**config.mk**
```make
export PLATFORM = sky130hd
export DESIGN_NAME = cst_cmul
export DESIGN_NICKNAME = d
export VERILOG_FILES = /design/src/sv/cst_pkg.sv /design/src/sv/cst_cmul.sv
export SDC_FILE = /design/constraint.sdc
export NUM_CORES = 2
export LEC_CHECK = 0
export BUFFER_PORTS_ARGS = -buffer_cell sky130_fd_sc_hd__buf_2
export CAP_MARGIN = 20
export CORE_ASPECT_RATIO = 0.8
export CORE_UTILIZATION = 40
export CTS_CLUSTER_SIZE = 28
export DETAILED_ROUTE_END_ITERATION = 7
export GPL_TIMING_DRIVEN = 0
export PLACE_DENSITY = 0.61
export SKIP_LAST_GASP = 1
export SLEW_MARGIN = 5
export SYNTH_ARGS = -nofsm -noshare
export SYNTH_HDL_FRONTEND = slang
export SYNTH_SLANG_ARGS = --single-unit
```
**constraint.sdc**
```tcl
create_clock -name clk -period 9 [get_ports clk]
set_clock_uncertainty 0.1 [all_clocks]
set_input_delay 0.9 -clock clk [delete_from_list [all_inputs] [get_ports clk]]
set_output_delay 0.9 -clock clk [all_outputs]
set_load 0.05 [all_outputs]
```
**src/sv/cst_pkg.sv**
```systemverilog
// ----------------------------------------------------------------------------
// cst_pkg: shared types and constants for the chebyshev stencil step
// Field widths, beat structs, register indexes and default fraction bits.
// ----------------------------------------------------------------------------
package cst_pkg;

  // fixed field widths
  localparam int VALUE_WIDTH   = 16;
  localparam int ACC_WIDTH     = 24;
  localparam int FRAC_BITS_DEF = 12;
  localparam int NUM_LANES     = 5;
  localparam int CFG_IDX_W     = 3;

  // configuration register indexes
  typedef enum logic [CFG_IDX_W-1:0] {
    CFG_STEP_MODE = 3'd0,
    CFG_COEF_A_RE = 3'd1,
    CFG_COEF_A_IM = 3'd2,
    CFG_COEF_B_RE = 3'd3,
    CFG_COEF_B_IM = 3'd4
  } cfg_idx_t;

  // step modes
  localparam logic MODE_FIRST = 1'b0;
  localparam logic MODE_RECUR = 1'b1;

  // input beat
  typedef struct packed {
    logic [2*VALUE_WIDTH-1:0] psi_center;
    logic [2*VALUE_WIDTH-1:0] psi_left;
    logic [2*VALUE_WIDTH-1:0] psi_right;
    logic [2*VALUE_WIDTH-1:0] psi_up;
    logic [2*VALUE_WIDTH-1:0] psi_down;
    logic [2*VALUE_WIDTH-1:0] hop_local;
    logic [2*VALUE_WIDTH-1:0] hop_left;
    logic [2*VALUE_WIDTH-1:0] hop_right;
    logic [2*VALUE_WIDTH-1:0] hop_up;
    logic [2*VALUE_WIDTH-1:0] hop_down;
    logic [2*VALUE_WIDTH-1:0] prev_output;
    logic [2*ACC_WIDTH-1:0]   prev_acc;
  } in_item_t;

  // result beat
  typedef struct packed {
    logic [2*VALUE_WIDTH-1:0] new_output;
    logic [2*ACC_WIDTH-1:0]   new_acc;
  } out_item_t;

endpackage

```
**src/sv/cst_cmul.sv**
```systemverilog
// ----------------------------------------------------------------------------
// cst_cmul: registered complex multiply
// Four real products, each rounded half up to FRAC_BITS fraction bits,
// combined into real and imaginary parts and registered on load.
// ----------------------------------------------------------------------------
module cst_cmul #(
  parameter int FRAC_BITS = cst_pkg::FRAC_BITS_DEF
) (
  input  logic                                       clk,
  input  logic                                       load,
  input  logic signed [cst_pkg::VALUE_WIDTH-1:0]     a_re,
  input  logic signed [cst_pkg::VALUE_WIDTH-1:0]     a_im,
  input  logic signed [cst_pkg::VALUE_WIDTH-1:0]     b_re,
  input  logic signed [cst_pkg::VALUE_WIDTH-1:0]     b_im,
  output logic signed [2*cst_pkg::VALUE_WIDTH+1:0]   p_re,
  output logic signed [2*cst_pkg::VALUE_WIDTH+1:0]   p_im
);

  localparam int W  = cst_pkg::VALUE_WIDTH;
  localparam int PW = 2*W + 1;
  localparam int RW = 2*W + 2;
  localparam logic signed [PW-1:0] HALF = PW'(1) <<< (FRAC_BITS - 1);

  logic signed [PW-1:0] prod_rr, prod_ii, prod_ri, prod_ir;
  logic signed [PW-1:0] rnd_rr, rnd_ii, rnd_ri, rnd_ir;
  logic signed [RW-1:0] p_re_nxt, p_im_nxt;
  logic signed [RW-1:0] p_re_r, p_im_r;

  // products with rounding constant, then floor shift
  always_comb begin
    prod_rr  = PW'(a_re) * PW'(b_re) + HALF;
    prod_ii  = PW'(a_im) * PW'(b_im) + HALF;
    prod_ri  = PW'(a_re) * PW'(b_im) + HALF;
    prod_ir  = PW'(a_im) * PW'(b_re) + HALF;
    rnd_rr   = prod_rr >>> FRAC_BITS;
    rnd_ii   = prod_ii >>> FRAC_BITS;
    rnd_ri   = prod_ri >>> FRAC_BITS;
    rnd_ir   = prod_ir >>> FRAC_BITS;
    p_re_nxt = RW'(rnd_rr) - RW'(rnd_ii);
    p_im_nxt = RW'(rnd_ri) + RW'(rnd_ir);
  end

  // result register
  always_ff @(posedge clk) begin
    if (load) begin
      p_re_r <= p_re_nxt;
      p_im_r <= p_im_nxt;
    end
  end

  assign p_re = p_re_r;
  assign p_im = p_im_r;

endmodule

```
## After elaboration in Yosys (flattened, before gate mapping)

Index checks and enable logic that the tools add are counted.

| storage, ports and cells | value |
|---|---|
| bits in registers | 68 |
| logic and storage cells | 12 |
| input bits | 66 |
| output and inout port bits | 68 |

| operators by class | value |
|---|---|
| multipliers | 4 |
| add/subtract/negate cells | 6 |

Operator list:

| operator | number |
|---|---|
| $add A32 B13 Y33 const B | 4 |
| $mul A16 B16 Y32 | 4 |
| $add A21 B21 Y22 | 1 |
| $sub A21 B21 Y22 | 1 |

## Logic depth before layout (Yosys ltp)

| depth | value |
|---|---|
| depth after elaboration | 3 |
| depth in mapped cells | 36 |
| mapped depth without buffers | 35 |

## Least setup slack after synthesis

Ideal clock, no wire load.

| path | value |
|---|---|
| path type | input -> register |
| from | input b_im[1] (netlist name) |
| to | register p_re_r[20] (netlist: p_re[20]) (data pin) |
| cell stages on the path | 33 |
| library setup time | 0.258 ns |
| path slack | 0.603 ns |
| path buffers | 2 |
| arrival time | 8.040 ns |
| data required time | 8.642 ns |
| cell sequence | clkbuf_1 clkbuf_1 nand2_1 fa_1 fa_1 fa_1 inv_1 fa_1 fa_1 inv_1 fa_1 inv_1 ha_1 a21oi_1 o21ai_0 a21oi_1 a21oi_2 nor2b_1 nor2b_1 o21a_1 o21a_1 or2_1 ha_1 o21a_1 o21a_1 o21ai_1 o21ba_2 o21ai_1 a211oi_2 o21ai_1 a31o_2 a21oi_1 xnor2_1 |

| on the way | value |
|---|---|
| longest elaborated chain between the ends | 3 |

Ends and longest elaborated chain:

| what | line | source |
|---|---|---|
| start: declaration | cst_cmul.sv:14 | `input logic signed [cst_pkg::VALUE_WIDTH-1:0] b_im,` |
| $mul A16 B16 Y32 | cst_cmul.sv:32 | `prod_ii = PW'(a_im) * PW'(b_im) + HALF;` |
| $add A32 B13 Y33 | cst_cmul.sv:32 |  |
| $sub A21 B21 Y22 | cst_cmul.sv:39 | `p_re_nxt = RW'(rnd_rr) - RW'(rnd_ii);` |
| via p_re_nxt[20] | cst_cmul.sv:26 | `logic signed [RW-1:0] p_re_nxt, p_im_nxt;` |
| end signal: assignment | cst_cmul.sv:46 | `p_re_r <= p_re_nxt;` |
| end: declaration | cst_cmul.sv:27 | `logic signed [RW-1:0] p_re_r, p_im_r;` |

The timed path passes the listed nets, and every way through them passes these cells.
A chain may end at the register's enable or synchronous reset.

## Worst setup path in the final report

| path | value |
|---|---|
| from | input a_re[1] (netlist name) |
| to | register p_re_r[20] (netlist: p_re[20]) (data pin) |

| on the way | value |
|---|---|
| longest elaborated chain between the ends | 3 |

Ends and longest elaborated chain:

| what | line | source |
|---|---|---|
| start: declaration | cst_cmul.sv:11 | `input logic signed [cst_pkg::VALUE_WIDTH-1:0] a_re,` |
| $mul A16 B16 Y32 | cst_cmul.sv:31 | `prod_rr = PW'(a_re) * PW'(b_re) + HALF;` |
| $add A32 B13 Y33 | cst_cmul.sv:31 |  |
| $sub A21 B21 Y22 | cst_cmul.sv:39 |  |
| via p_re_nxt[20] | cst_cmul.sv:26 |  |

The timed path passes the listed nets, and every way through them passes these cells.

==> run_results.csv <==
group,metric,value,unit
min_path,hold-path-cell-count,1,
setup_path,critical_path_depth,31,
setup_path,critical_path.max_fanout,12,
grt,grt_overflow,0,
placed_design,detailedPlacementHpwl,114,mm
yosys,top_cells_by_area_synth,"sky130_fd_sc_hd__fa_1 (52%), sky130_fd_sc_hd__inv_1 (11%), sky130_fd_sc_hd__ha_1 (11%)",
setup_path,critical_path.n_buffers_inverters,7,
cts,cts_root_buf,"sky130_fd_sc_hd__clkbuf_16",
yosys,fraction_of_the_yosys_area_taken_by_sequential_cells,0.0318,
cts,maximum_clock_path_buffer_count,2,
run_status,status,"complete, no violations",
yosys,ys.flop_type,"sky130_fd_sc_hd__edfxtp_1",
min_path,worstHoldEndpoint,"p_im[20]",
timing,postLayoutSetupSlackWorst,0.120,ns
yosys,adder_cell_share_of_the_synthesized_area,0.622,
min_path,hold_path.startpoint,"load",
cts,clock_tree.htree_level_count,2,
finish,area.sequential,0.00132,mm²
grt,first_global_vias,31297,
yosys,mappedNetlistArea,0.0415,mm²
min_path,tightest_hold_check_type,"input pin to register",
placed_design,placement.io_buffers,133,
floorplan,floorplan.die.width,362,µm
detailed_routing,via_per_inst,5.02,
yosys,count_of_flip_flops_with_a_built_in_enable_after_synthesis,44,
setup_path,worst-setup-path-type,"input pin to register",
timing,timing.final.crit_share,0.987,
placed_design,place_inst,6033,
cts,clk_pin_slew_worst_paths,0.07,ns
timing,least_margin_pin_slew,1.02,ns
timing,finalSetupViolCount,0,
cts,tritoncts,"done",
finish,final_core_area_utilization,0.438,
flow_run,drv_cap,0,
setup_path,critical_path.most_common_cell,"sky130_fd_sc_hd__fa_1",
yosys,synth.top_cells.by_count,"sky130_fd_sc_hd__inv_1 (1204), sky130_fd_sc_hd__fa_1 (1070), sky130_fd_sc_hd__nand2_1 (547)",
setup_path,critical_path_arrival,8.87,ns
grt,grt_pass1_wl,205,mm
detailed_routing,drt_iter0_drc,2202,
yosys,synth_top_cell_area_share,0.516,
cts,cts_buffers,5,
setup_path,crit_family,"adder cells",
finish,final_cell_area,0.0450,mm²
yosys,synthesis.instances,4493,
grt,gr-usage-all-layers,0.271,
floorplan,rows,105,
grt,largest_net_degree_at_the_start_of_global_routing,24,
setup_path,worst_ep_required_time,8.99,ns
finish,areaGrowthSynthToFinish,8.31,%
yosys,postSynthRegisterBits,44,
detailed_routing,wl_per_cell,22.6,µm
setup_path,critical-path-max-stage-delay,0.51,ns
placed_design,placedInstanceArea,0.0442,mm²
yosys,yosysWarnings,0,
placed_design,pre_cts_ws,-1.59,ns
detailed_routing,ant_nets,0,
detailed_routing,drc,0,
finish,layout.nets,6146,
timing,finalCriticalPeriod,8.88,ns
detailed_routing,detail_route.first_pass.iterations,8,
finish,multi_input_area,0.0349,mm²
yosys,yosys.area.top_type,"sky130_fd_sc_hd__fa_1",
yosys,postSynthAreaPerCell,9.25,µm²
placed_design,finalWeightedCongestion,1.02,
cts,tritoncts_sink_count,44,
yosys,synthesis.nets,5983,
floorplan,ioPinCount,134,
floorplan,fp.coreArea,0.103,mm²
detailed_routing,route.final.wire_length,137,mm
detailed_routing,routed-via-count,30484,
timing,hold_viol_final,0,
setup_path,setup.worst_path.start_class,"input pin",
yosys,synth-xor-area-share,0.0283,
setup_path,critical_path.slowest_cell,"sky130_fd_sc_hd__fa_1",
yosys,synth_top_family_by_area,"adder cells",
yosys,ys_types,66,
yosys,ys_async_sr_fraction,0,
finish,drive_gt1_frac,0.0902,
grt,grt_antenna_before_repair,17,
finish,layout.filler_cells,10231,
floorplan,design.die.area,0.105,mm²
yosys,synth_most_common_cell,"sky130_fd_sc_hd__inv_1",
setup_path,endpoint_kind,"register",
yosys,synthMuxAreaShare,0,
floorplan,die_h,290,µm
timing,timing.slew.headroom,0.318,
timing,report.final.slew_viol_count,0,
timing,timing.fmax,113,MHz
cts,ctsHoldBuffers,0,
yosys,synth_simple_gate_area_share,0.144,
floorplan,floorplan.initialDensity,0.404,
timing,grt_setup_unrepaired,"true",
finish,layoutNonFillerInstCount,6069,
yosys,synth_compound_area_frac,0.0429,
-- cell families (layout without fill, tap and decap cells) --
| family | after synthesis | after routing |
|---|---|---|
| AO/OA/AOI/OAI | 243 | 243 |
| XOR/XNOR | 134 | 134 |
| adder cells (fa/ha/maj) | 1424 | 1424 |
| buffers and inverters | 1422 | 1586 |
| flip-flops | 44 | 44 |
| other | 0 | 21 |
| AND/OR/NAND/NOR | 1226 | 1226 |
-- per-stage QoR --
step / setup TNS, ns / hold WS, ns
floorplan: 0 / 0.912
detailed placement: -23.00 / 1.34
finish: 0 / 1.02
CTS: 0 / 1.03
global route: -0.0597 / 1.06
global placement: -21.80 / 1.34
-- worst max path at each step --
stage	from	to
after floorplan	b_im[1]	p_re[20]
after global placement	a_re[1]	p_re[20]
after detailed placement	a_re[1]	p_re[20]
after CTS	a_im[12]	p_re[20]
after global routing	a_re[13]	p_re[20]
final	a_re[1]	p_re[20]
-- timing repair --
action	in CTS	in global routing
setup buffers	3	8
resized for setup	176	186
setup endpoints to repair	23	15
pin swaps	1	10
cloned	0	0
-- per-layer routing --
layer  track usage  vias to the layer above  part of all wire
met5        0.0100                        -            0.0018
met4        0.0767                       13             0.033
met3        0.0934                      168              0.12
met2         0.376                     1359              0.40
met1         0.397                    15666              0.44
li1              -                    13278                 -
-- sequential cells by signal, indices dropped and copies added (netlist names) --
signal / flops
p_re: 22
p_im: 22
-- area by class of cell --
type	instances	share of cell area
Clock inverter	3	0.000834
Sequential cell	44	0.0294
Buffer	214	0.0285
Clock buffer	5	0.00278
Tap cell	1391	0.0387
Inverter	1204	0.101
Antenna cell	21	0.00117
Timing Repair Buffer	160	0.0222
Multi-Input combinational cell	3027	0.776
-- cell usage in the layout (no fill, tap or decap), types with 5 or more instances in the layout --
cell,n
sky130_fd_sc_hd__a211oi_1,5
sky130_fd_sc_hd__a21o_1,32
sky130_fd_sc_hd__a21oi_1,51
sky130_fd_sc_hd__a21oi_2,19
sky130_fd_sc_hd__a31oi_1,6
sky130_fd_sc_hd__and2_1,445
sky130_fd_sc_hd__and3_1,10
sky130_fd_sc_hd__buf_2,157
sky130_fd_sc_hd__buf_4,45
sky130_fd_sc_hd__buf_6,10
sky130_fd_sc_hd__buf_8,14
sky130_fd_sc_hd__clkbuf_1,31
sky130_fd_sc_hd__clkbuf_16,5
sky130_fd_sc_hd__clkbuf_2,78
sky130_fd_sc_hd__clkbuf_4,35
sky130_fd_sc_hd__diode_2,21
sky130_fd_sc_hd__edfxtp_1,44
sky130_fd_sc_hd__fa_1,1070
sky130_fd_sc_hd__ha_1,353
sky130_fd_sc_hd__inv_1,1203
sky130_fd_sc_hd__nand2_1,547
sky130_fd_sc_hd__nand2b_1,28
sky130_fd_sc_hd__nand3_1,12
sky130_fd_sc_hd__nand4_1,11
sky130_fd_sc_hd__nor2_1,110
sky130_fd_sc_hd__nor2b_1,18
sky130_fd_sc_hd__nor3_1,21
sky130_fd_sc_hd__o21a_1,25
sky130_fd_sc_hd__o21ai_0,33
sky130_fd_sc_hd__o21ai_1,11
sky130_fd_sc_hd__o21bai_1,7
sky130_fd_sc_hd__or2_2,5
sky130_fd_sc_hd__or3_1,5
sky130_fd_sc_hd__xnor2_1,88
sky130_fd_sc_hd__xor2_1,46
Power is left out: the tool's default activity adds up to more than one toggle a clock period on the data nets, which glitch-free logic cannot reach.
