File: src/sv/cst_pkg.sv
// ----------------------------------------------------------------------------
// cst_pkg: shared types and constants for the chebyshev stencil step
// Field widths, beat structs, register indexes and default fraction bits.
// ----------------------------------------------------------------------------
package cst_pkg;

  // fixed field widths
  localparam int VALUE_WIDTH   = 16;
  localparam int ACC_WIDTH     = 24;
  localparam int FRAC_BITS_DEF = 12;
  localparam int NUM_LANES     = 5;
  localparam int CFG_IDX_W     = 3;

  // configuration register indexes
  typedef enum logic [CFG_IDX_W-1:0] {
    CFG_STEP_MODE = 3'd0,
    CFG_COEF_A_RE = 3'd1,
    CFG_COEF_A_IM = 3'd2,
    CFG_COEF_B_RE = 3'd3,
    CFG_COEF_B_IM = 3'd4
  } cfg_idx_t;

  // step modes
  localparam logic MODE_FIRST = 1'b0;
  localparam logic MODE_RECUR = 1'b1;

  // input beat
  typedef struct packed {
    logic [2*VALUE_WIDTH-1:0] psi_center;
    logic [2*VALUE_WIDTH-1:0] psi_left;
    logic [2*VALUE_WIDTH-1:0] psi_right;
    logic [2*VALUE_WIDTH-1:0] psi_up;
    logic [2*VALUE_WIDTH-1:0] psi_down;
    logic [2*VALUE_WIDTH-1:0] hop_local;
    logic [2*VALUE_WIDTH-1:0] hop_left;
    logic [2*VALUE_WIDTH-1:0] hop_right;
    logic [2*VALUE_WIDTH-1:0] hop_up;
    logic [2*VALUE_WIDTH-1:0] hop_down;
    logic [2*VALUE_WIDTH-1:0] prev_output;
    logic [2*ACC_WIDTH-1:0]   prev_acc;
  } in_item_t;

  // result beat
  typedef struct packed {
    logic [2*VALUE_WIDTH-1:0] new_output;
    logic [2*ACC_WIDTH-1:0]   new_acc;
  } out_item_t;

endpackage

File: src/sv/cst_merge.sv
// ----------------------------------------------------------------------------
// cst_merge: lane merge and output saturation
// Sums the lane products, applies the recurrence (2*sum - previous) when
// selected, saturates each part to the value width and registers it.
// ----------------------------------------------------------------------------
module cst_merge (
  input  logic                                     clk,
  input  logic                                     load,
  input  logic                                     step_mode,
  input  logic signed [2*cst_pkg::VALUE_WIDTH+1:0] lane_re [cst_pkg::NUM_LANES],
  input  logic signed [2*cst_pkg::VALUE_WIDTH+1:0] lane_im [cst_pkg::NUM_LANES],
  input  logic        [2*cst_pkg::VALUE_WIDTH-1:0] prev_output,
  output logic signed [cst_pkg::VALUE_WIDTH-1:0]   o_re,
  output logic signed [cst_pkg::VALUE_WIDTH-1:0]   o_im
);

  localparam int W  = cst_pkg::VALUE_WIDTH;
  localparam int RW = 2*W + 2;
  localparam int SW = RW + 3;
  localparam int TW = SW + 2;
  localparam logic signed [TW-1:0] VMAX = TW'((2**(W-1)) - 1);
  localparam logic signed [TW-1:0] VMIN = -VMAX - TW'(1);

  logic signed [SW-1:0] sum_re, sum_im;
  logic signed [TW-1:0] tot_re, tot_im;
  logic signed [W-1:0]  prev_re, prev_im;
  logic signed [W-1:0]  o_re_nxt, o_im_nxt;
  logic signed [W-1:0]  o_re_r, o_im_r;

  assign prev_re = $signed(prev_output[2*W-1:W]);
  assign prev_im = $signed(prev_output[W-1:0]);

  // adder over lanes
  always_comb begin
    sum_re = '0;
    sum_im = '0;
    for (int k = 0; k < cst_pkg::NUM_LANES; k++) begin
      sum_re = sum_re + SW'(lane_re[k]);
      sum_im = sum_im + SW'(lane_im[k]);
    end
  end

  // recurrence and saturation
  always_comb begin
    if (step_mode == cst_pkg::MODE_RECUR) begin
      tot_re = (TW'(sum_re) <<< 1) - TW'(prev_re);
      tot_im = (TW'(sum_im) <<< 1) - TW'(prev_im);
    end else begin
      tot_re = TW'(sum_re);
      tot_im = TW'(sum_im);
    end
    if (tot_re > VMAX)      o_re_nxt = W'(VMAX);
    else if (tot_re < VMIN) o_re_nxt = W'(VMIN);
    else                    o_re_nxt = W'(tot_re);
    if (tot_im > VMAX)      o_im_nxt = W'(VMAX);
    else if (tot_im < VMIN) o_im_nxt = W'(VMIN);
    else                    o_im_nxt = W'(tot_im);
  end

  always_ff @(posedge clk) begin
    if (load) begin
      o_re_r <= o_re_nxt;
      o_im_r <= o_im_nxt;
    end
  end

  assign o_re = o_re_r;
  assign o_im = o_im_r;

endmodule

File: config.mk
export PLATFORM = sky130hd
export DESIGN_NAME = cst_merge
export DESIGN_NICKNAME = d
export VERILOG_FILES = /design/src/sv/cst_pkg.sv /design/src/sv/cst_merge.sv
export SDC_FILE = /design/constraint.sdc
export NUM_CORES = 1
export LEC_CHECK = 0
export ABC_AREA = 1
export CORE_AREA = 2 2 219 221
export CTS_BUF_LIST = sky130_fd_sc_hd__clkbuf_4 sky130_fd_sc_hd__clkbuf_8
export CTS_CLUSTER_SIZE = 12
export DETAILED_ROUTE_END_ITERATION = 7
export DIE_AREA = 0 0 221 223
export DONT_BUFFER_PORTS = 1
export GPL_ROUTABILITY_DRIVEN = 0
export PLACE_DENSITY = 0.55
export SLEW_MARGIN = 15
export SYNTH_ARGS = -nofsm -noshare
export SYNTH_HDL_FRONTEND = slang
export SYNTH_SLANG_ARGS = --single-unit
File: constraint.sdc
create_clock -name clk -period 10.1 [get_ports clk]
set_clock_uncertainty 0.2 [all_clocks]
set_input_delay 1.515 -clock clk [delete_from_list [all_inputs] [get_ports clk]]
set_output_delay 1.515 -clock clk [all_outputs]
set_load 0.03 [all_outputs]
; After elaboration in Yosys (flattened, before gate mapping)
; Index checks and enable logic that the tools add are counted.
[totals]
register_bits = 32
latch_bits = 0
mem_bits_rw = 0
romBits = 0
word_cells = 20
n_memories = 0
[classes]
addsub = 10
n_mul = 0
div_mod_pow = 0
order_cmp = 4
eq_ne = 0
shift = 0
mux = 4
bitwise_logic = 0
reduce_logical = 0
[op_table]
columns = cell, count
row1 = "> comparator 39 x 16 -> 1 bit, second input constant", 2
row2 = "less-than comparator 39 x 16 -> 1 bit, second input constant", 2
row3 = two-way mux 39 bit, 2
row4 = subtractor 38 x 16 -> 39 bit, 2
row5 = adder 36 x 34 -> 37 bit, 2
row6 = adder 37 x 34 -> 37 bit, 2
row7 = adder 35 x 34 -> 36 bit, 2
row8 = adder 34 x 34 -> 35 bit, 2
row9 = two-way mux 16 bit, 2

; Depth between registers and ports, before layout
; Gate-level depths: netlist of the first run.
[logic_depth]
depth_word = 8
ltp_mapped = 41
mapped_depth_nobuf = 40

; Worst setup path before layout of the first run
; Ideal clock, no wire load.
[synth_path]
path_kind = input port to flip-flop
start = input lane_re[1] (netlist name)
end = register o_re_r[10], in the netlist o_re[10], data pin
t_arrival_ns = 6.270
t_required_ns = 9.648
path_slack_ns = 3.378
path_stages = 36
path_buffers = 1
path_cell_list = inv_1 > fa_1 > fa_1 > fa_1 > inv_1 > ha_1 > inv_1 > fa_1 > inv_1 > nand3_1 > nand2_2 > nand2_1 > nand2_1 > nand2_1 > nand2_1 > nand2_1 > nand2_1 > nand2_1 > and2_1 > ha_1 > nand2_1 > nor2_1 > inv_1 > nor2_1 > and2_1 > nand2_1 > nand3_1 > nand3_1 > nand2_1 > and2_0 > nand2_1 > nor2_1 > nand3_1 > nand2_2 > buf_6 > nand2_1
[synth_via]
elab_chain_cells = 5
word_cells_on_any_way = 6
cone_classes = 2 x add/sub / 2 x order compare / 2 x mux
[synth_lines]
columns = element, line
row1 = start: declaration, cst_merge.sv:10  ; input logic signed [2*cst_pkg::VALUE_WIDTH+1:0] lane_re [cst_pkg::NUM_LANES],
row2 = adder 37 x 34 -> 37 bit (*), cst_merge.sv:38  ; sum_re = sum_re + SW'(lane_re[k]);
row3 = subtractor 38 x 16 -> 39 bit, cst_merge.sv:46  ; tot_re = (TW'(sum_re) <<< 1) - TW'(prev_re);
row4 = two-way mux 39 bit (*), cst_merge.sv:45  ; if (step_mode == cst_pkg::MODE_RECUR) begin
row5 = less-than comparator 39 x 16 -> 1 bit, cst_merge.sv:53  ; else if (tot_re < VMIN) o_re_nxt = W'(VMIN);
row6 = two-way mux 16 bit, cst_merge.sv:53
row7 = end signal: assignment, cst_merge.sv:62  ; o_re_r <= o_re_nxt;
row8 = end: declaration, cst_merge.sv:28  ; logic signed [W-1:0] o_re_r, o_im_r;
; Every way passes the cells marked *; elsewhere a longest branch is shown, timed or not.
; A chain may end at the register's enable or synchronous reset.

; Worst setup path after layout of the first run
[layout_path]
start = input lane_re[1] (netlist name)
end = register o_re_r[5], in the netlist o_re[5], data pin
; The elaborated chain is that of the path after synthesis.

==> results of run 1 <==
[logic make-up after synthesis]
family / count (synthesis)
compound gates: 185
xor+xnor: 52
fa+ha+maj: 358
buf+inv: 1022
flops: 32
simple gates: 1824
[worst max-delay path, delay by kind of cell]
kind | cells | cell delay [ns]
AO/OA/AOI/OAI | 3 | 0.49
adder cells (fa/ha/maj) | 6 | 2.66
buffers and inverters | 5 | 0.49
AND/OR/NAND/NOR | 20 | 2.22
[state kept, by name (all words and copies together) (netlist names)]
name  cells
o_re     16
o_im     16
[layout make-up]
type / instances / share of cell area, %
inverters: 1001 / 18.1
diodes: 1 / 0.0120
clock inverters: 2 / 0.169
flip-flops and latches: 32 / 4.63
multi-input cells: 2419 / 73.0
well taps: 615 / 3.70
clock buffers: 6 / 0.367
repair buffers: 2 / 0.0723
[through the flow]
stage | setup WS (ns) | utilization, % | std cells
2_1_floorplan | 3.38 | - | 3473
3_3_place_gp | 2.34 | 43.8 | 4069
3_5_place_dp | 2.33 | 43.8 | 4069
4_1_cts | 2.59 | 44.1 | 4077
5_1_grt | 2.08 | 44.1 | 4078
6_report | 2.53 | 44.1 | 4078
[routing by layer]
metal / vias up / routed length, um / track usage [%]
met4: 0 / 1830 / 6.95
met3: 89 / 5090 / 3.24
met2: 848 / 25600 / 38.3
li1: 10200 / - / -
met1: 9186 / 31600 / 39.4
met5: - / 0 / 0
[worst min path at each step]
stage | from | to | slack [ns] | cells past startpoint
global placement | load | o_im[3] | 1.43 | 0
global route | load | o_im[7] | 1.12 | 0
CTS | load | o_im[7] | 1.13 | 0
finish | load | o_im[7] | 1.13 | 0
floorplan | load | o_im[0] | 1.43 | 0
detailed placement | load | o_im[7] | 1.43 | 0
[layout by cell type, fill, tap and decap left out, drive strengths merged]
master  synthesis  final
a31oi           6      6
clkinv          3      4
nand4          40     40
xor2           24     24
nor2          277    277
edfxtp         32     32
ha            148    148
buf            15      2
xnor2          28     28
a21oi         102    102
o21bai         12     12
and2           19     19
bufinv          0      1
and3            1      1
nor3b           2      2
nor3           19     19
a21o            1      1
clkbuf          6      6
inv           998    998
o21ai          62     62
o21a            2      2
nand3         244    244
nand3b         13     13
nand2        1209   1209
fa            210    210
diode           0      1
[synth_stat cells (18+ instances only)]
master	count	area share, %
a21oi_1	100	2.5
inv_1	987	19
fa_1	210	21
nand2_1	1174	22
nor2_1	249	4.7
nand2_2	33	1.0
xnor2_1	28	1.2
edfxtp_1	32	4.8
xor2_1	24	1.1
and2_1	18	0.56
nand4_1	40	1.3
ha_1	148	9.3
nand3_1	229	5.7
nor2_2	24	0.75
o21ai_0	59	1.5
==> results.cfg, run 1 <==
[status]
status = complete, but fails checks
failed_checks = DRC

[grt]
grt_overflow_total = 0
grt_pass1_wl_um = 103000
grt_pass1_vias = 19500
grt_max_degree = 57
grt_use_total_pct = 25.9
antenna_found_initial = 1

[worst_setup_path]
crit_path_frequent_cell = nand2_1
cp_max_fo = 15
cp-endpoint = o_re[5]
cp.arrival_ns = 7.40
path_class = primary input to register
slowest_delay_ns = 0.57
required_ns = 9.93
startpoint = lane_re[1]
cp_slowest_cell = fa_1
cp-start-kind = primary input
endpoint_kind = register

[layout]
drive_gt1_share_pct = 3.06
fin_nets = 4194
nFillCells = 5219
area_growth_pct = 3.90
finalInstanceArea_mm2 = 0.0208
multi_input_area_mm2 = 0.0152
register_area_um2 = 961

[drt]
wl_per_cell_um = 15.7
drcViolationCount = 5
vias_per_cell = 4.98
wl_um = 64200
drt_iter0_drc = 1529
drtAntennaViolNets = 0
vias = 20300
drt-pass1-iter-count = 8

[yosys]
synthMuxAreaShare_pct = 0
synth_compound_area_share_pct = 4.91
yosys.cell_types.count = 38
synth_top_family_by_area = simple AND/OR/NAND/NOR gates
synth_seq_area_share_pct = 4.81
synth_ff_type = edfxtp_1
syn-num-nets = 4206
synthArstFlopShare_pct = 0
netlist_area_mm2 = 0.0200
synth_xor_xnor_area_share_pct = 2.28
synth_cells = 3473
synthSimpleGateAreaFrac_pct = 38.3
synthAdderAreaFrac_pct = 30.3
synth-edff-count = 32
yosys_warnings = 0
synth-seq-cells = 32
synth.avg_cell_area_um2 = 5.76

[clock_network]
numCtsBuffers = 5
post_cts_resize_count = 0
clk_pin_slew_ns = 0.07
clockBufferDepth = 2
cts-hold-fix-buffers = 0
clock_sinks = 32
root_buffer = clkbuf_8
htree_levels = 2
postCtsSetupBuffers = 0
cts_tree = yes

[die]
dieArea_mm2 = 0.0493
rows = 80
initial_core_util_pct = 42.4
core_area_mm2 = 0.0471
fp.dieW_um = 221
die_h_um = 223
pin_count = 407

[job]
max_cap_viol_count = 0

[placed_design]
dpl_cell_area_mm2 = 0.0207
port_buffers = 0
dp_hpwl_um = 58600

[worst_hold_path]
min_path_type = primary input to register

[timing]
fin_crit_sh_pct = 75.0
tightest_slew_ns = 1.02
slew_headroom_pct = 32.0
fmax_ghz = 0.132
maxSlewViolCount = 0
min_period_ns = 7.57
finalSetupViolations = 0
hold_ws_ns = 1.13
hold_viol_final = 0
rsz0062_at_grt = false
setup_tns_ns = 0
Power of run 1 is not shown: default switching activity piles up to over one toggle a cycle in this logic, so the estimate is an artifact.
==> run 2: changes to the inputs <==
--- a/config.mk
+++ b/config.mk
@@ -5,12 +5,12 @@
 export SDC_FILE = /design/constraint.sdc
 export NUM_CORES = 1
 export LEC_CHECK = 0
-export ABC_AREA = 1
-export CORE_AREA = 2 2 219 221
+export ABC_AREA = 0
+export CORE_AREA = 2 2 201 203
 export CTS_BUF_LIST = sky130_fd_sc_hd__clkbuf_4 sky130_fd_sc_hd__clkbuf_8
 export CTS_CLUSTER_SIZE = 12
 export DETAILED_ROUTE_END_ITERATION = 7
-export DIE_AREA = 0 0 221 223
+export DIE_AREA = 0 0 203 205
 export DONT_BUFFER_PORTS = 1
 export GPL_ROUTABILITY_DRIVEN = 0
 export PLACE_DENSITY = 0.55
==> constraint.sdc (replaced) <==
create_clock -name clk -period 7 [get_ports clk]
set_clock_uncertainty 0.2 [all_clocks]
set_input_delay 1.05 -clock clk [delete_from_list [all_inputs] [get_ports clk]]
set_output_delay 1.05 -clock clk [all_outputs]
set_load 0.03 [all_outputs]
==> results.cfg, run 2 <==
[status]
status = complete, but fails checks
failed_checks = setup timing

[timing]
tightest_slew_ns = 1.00
fmax_ghz = 0.128
finalSetupViolations = 30
fin_crit_sh_pct = 112
slew_headroom_pct = 33.0
hold_viol_final = 0
rsz0062_at_grt = true
layout_setup_ws_ns = -0.825
hold_ws_ns = 0.678
min_period_ns = 7.83
setup_tns_ns = -23.67
maxSlewViolCount = 0

[die]
pin_count = 407
fp.dieW_um = 203
die_h_um = 205
rows = 73
dieArea_mm2 = 0.0416
initial_core_util_pct = 42.8
core_area_mm2 = 0.0394

[layout]
multi_input_area_mm2 = 0.0150
final_common_cell = buf_4
nFillCells = 3642
fin_nets = 3463
register_area_um2 = 961
area_growth_pct = 38.2
drive_gt1_share_pct = 32.3
antenna_cells = 0
final_cell_mix = buf_4, inv_1, fa_1

[clock_network]
cts-hold-fix-buffers = 0
clock_sinks = 32
htree_levels = 2
clockBufferDepth = 2
root_buffer = clkbuf_8
cts_tree = yes
clk_pin_slew_ns = 0.06
numCtsBuffers = 5

[yosys]
synth.top_cell.area_share_pct = 25.0
yosys.area.top_type = fa_1
synth-seq-cells = 32
yosys.cell_types.count = 89
synth.top_cells.by_area = fa_1, inv_1, ha_1
yosys_warnings = 0
ys_top_cells_by_count = inv_1, fa_1, a21oi_1
synth_ff_type = edfxtp_1
netlist_area_mm2 = 0.0168
synth_most_common_cell = inv_1
syn-num-nets = 2949
synth-edff-count = 32
synth.avg_cell_area_um2 = 7.60
synth_seq_area_share_pct = 5.71
synth_cells = 2216
synthArstFlopShare_pct = 0

[worst_setup_path]
cp_max_fo = 8
cp_slowest_cell = fa_1
cp.arrival_ns = 7.65
path_class = primary input to register
endpoint_kind = register
slowest_delay_ns = 0.53
required_ns = 6.83
cp-start-kind = primary input

[drt]
drt-pass1-iter-count = 6
vias_per_cell = 5.18
wl_per_cell_um = 15.4
wl_um = 50000
drt_iter0_drc = 540
drtAntennaViolNets = 0
drcViolationCount = 0
vias = 16900

[placed_design]
port_buffers = 0
dp_hpwl_um = 41800
pre_cts_ws_ns = -1.39

[worst_hold_path]
min_path_type = primary input to register
worstHoldPathCells = 0

[grt]
grt_pass1_vias = 17300
grt_overflow_total = 0
grt_pass1_wl_um = 80200
grt_max_degree = 124
antenna_found_initial = 0
grt_use_total_pct = 23.1

[job]
max_cap_viol_count = 0
==> run 2: cell types whose count changed after synthesis, moves of 33 or more <==
cell / change
a21oi_1: +84
nor2_1: -149
o21ai_0: +69
nand3_1: -189
a21o_1: +47
clkbuf_1: +35
nand2_1: -1019
inv_1: -464
nand2_2: -33
xnor2_1: +48
==> run 2: worst paths after layout <==
| check | from | endpoint | slack (ns) |
|---|---|---|---|
| max | lane_re[3] | o_re[11] | -0.83 |
| min | load | o_im[2] | 0.68 |
==> run 2: through the flow <==
step	util, %	cells	area [um^2]
finish	59.1	3256	23300
detailed placement	54.5	3182	21400
global placement	54.5	3182	21400
CTS	56.6	3223	22300
global route	59.1	3256	23300
floorplan	-	2216	17300
==> run 2: cell type report <==
| type | instances | area share (%) |
|---|---|---|
| clock buffer | 6 | 0.328 |
| clock inverter | 2 | 0.151 |
| inverter | 524 | 8.62 |
| multi-input combinational | 1582 | 64.4 |
| sequential | 32 | 4.13 |
| tap | 525 | 2.82 |
| timing repair buffer | 585 | 19.5 |
==> run 2: what timing repair did <==
item                                    4_1_cts  5_1_grt
gates resized for setup                     102      151
buffers inserted                             32       32
endpoints found under the setup margin       31       32
cloned                                        2        2
pin swaps                                    52       82
==> run 2: per-layer routing <==
| metal | wire length, um | vias up | track usage (%) |
|---|---|---|---|
| met2 | 26100 | 425 | 44.1 |
| met4 | 1540 | 0 | 6.52 |
| met5 | 0 | - | 0 |
| met3 | 1500 | 97 | 1.16 |
| met1 | 20900 | 7948 | 27.9 |
| li1 | - | 8380 | - |
==> run 2: cells by family (layout without fill, tap and decap cells) <==
logic type	count (synthesis)	count (layout)	share of synthesized area (%)
AOI/OAI and AO/OA	573	574	21.3
xor gates and xnor gates	131	131	6.91
adders and majority gates	358	358	36.0
and+or+nand+nor	484	484	14.2
buffers and inverters	603	1117	13.8
DFF	32	32	5.71
muxes	35	35	2.14
==> run 2: critical path, delay by kind of cell <==
family                     cells  cell delay (ns)
muxes                          1             0.27
buffers and inverters          5             0.37
AOI/OAI and AO/OA             11             2.22
xor gates and xnor gates       2             0.23
adders and majority gates      5             1.92
and+or+nand+nor                5             1.56
Power of run 2 is left out for the same reason.
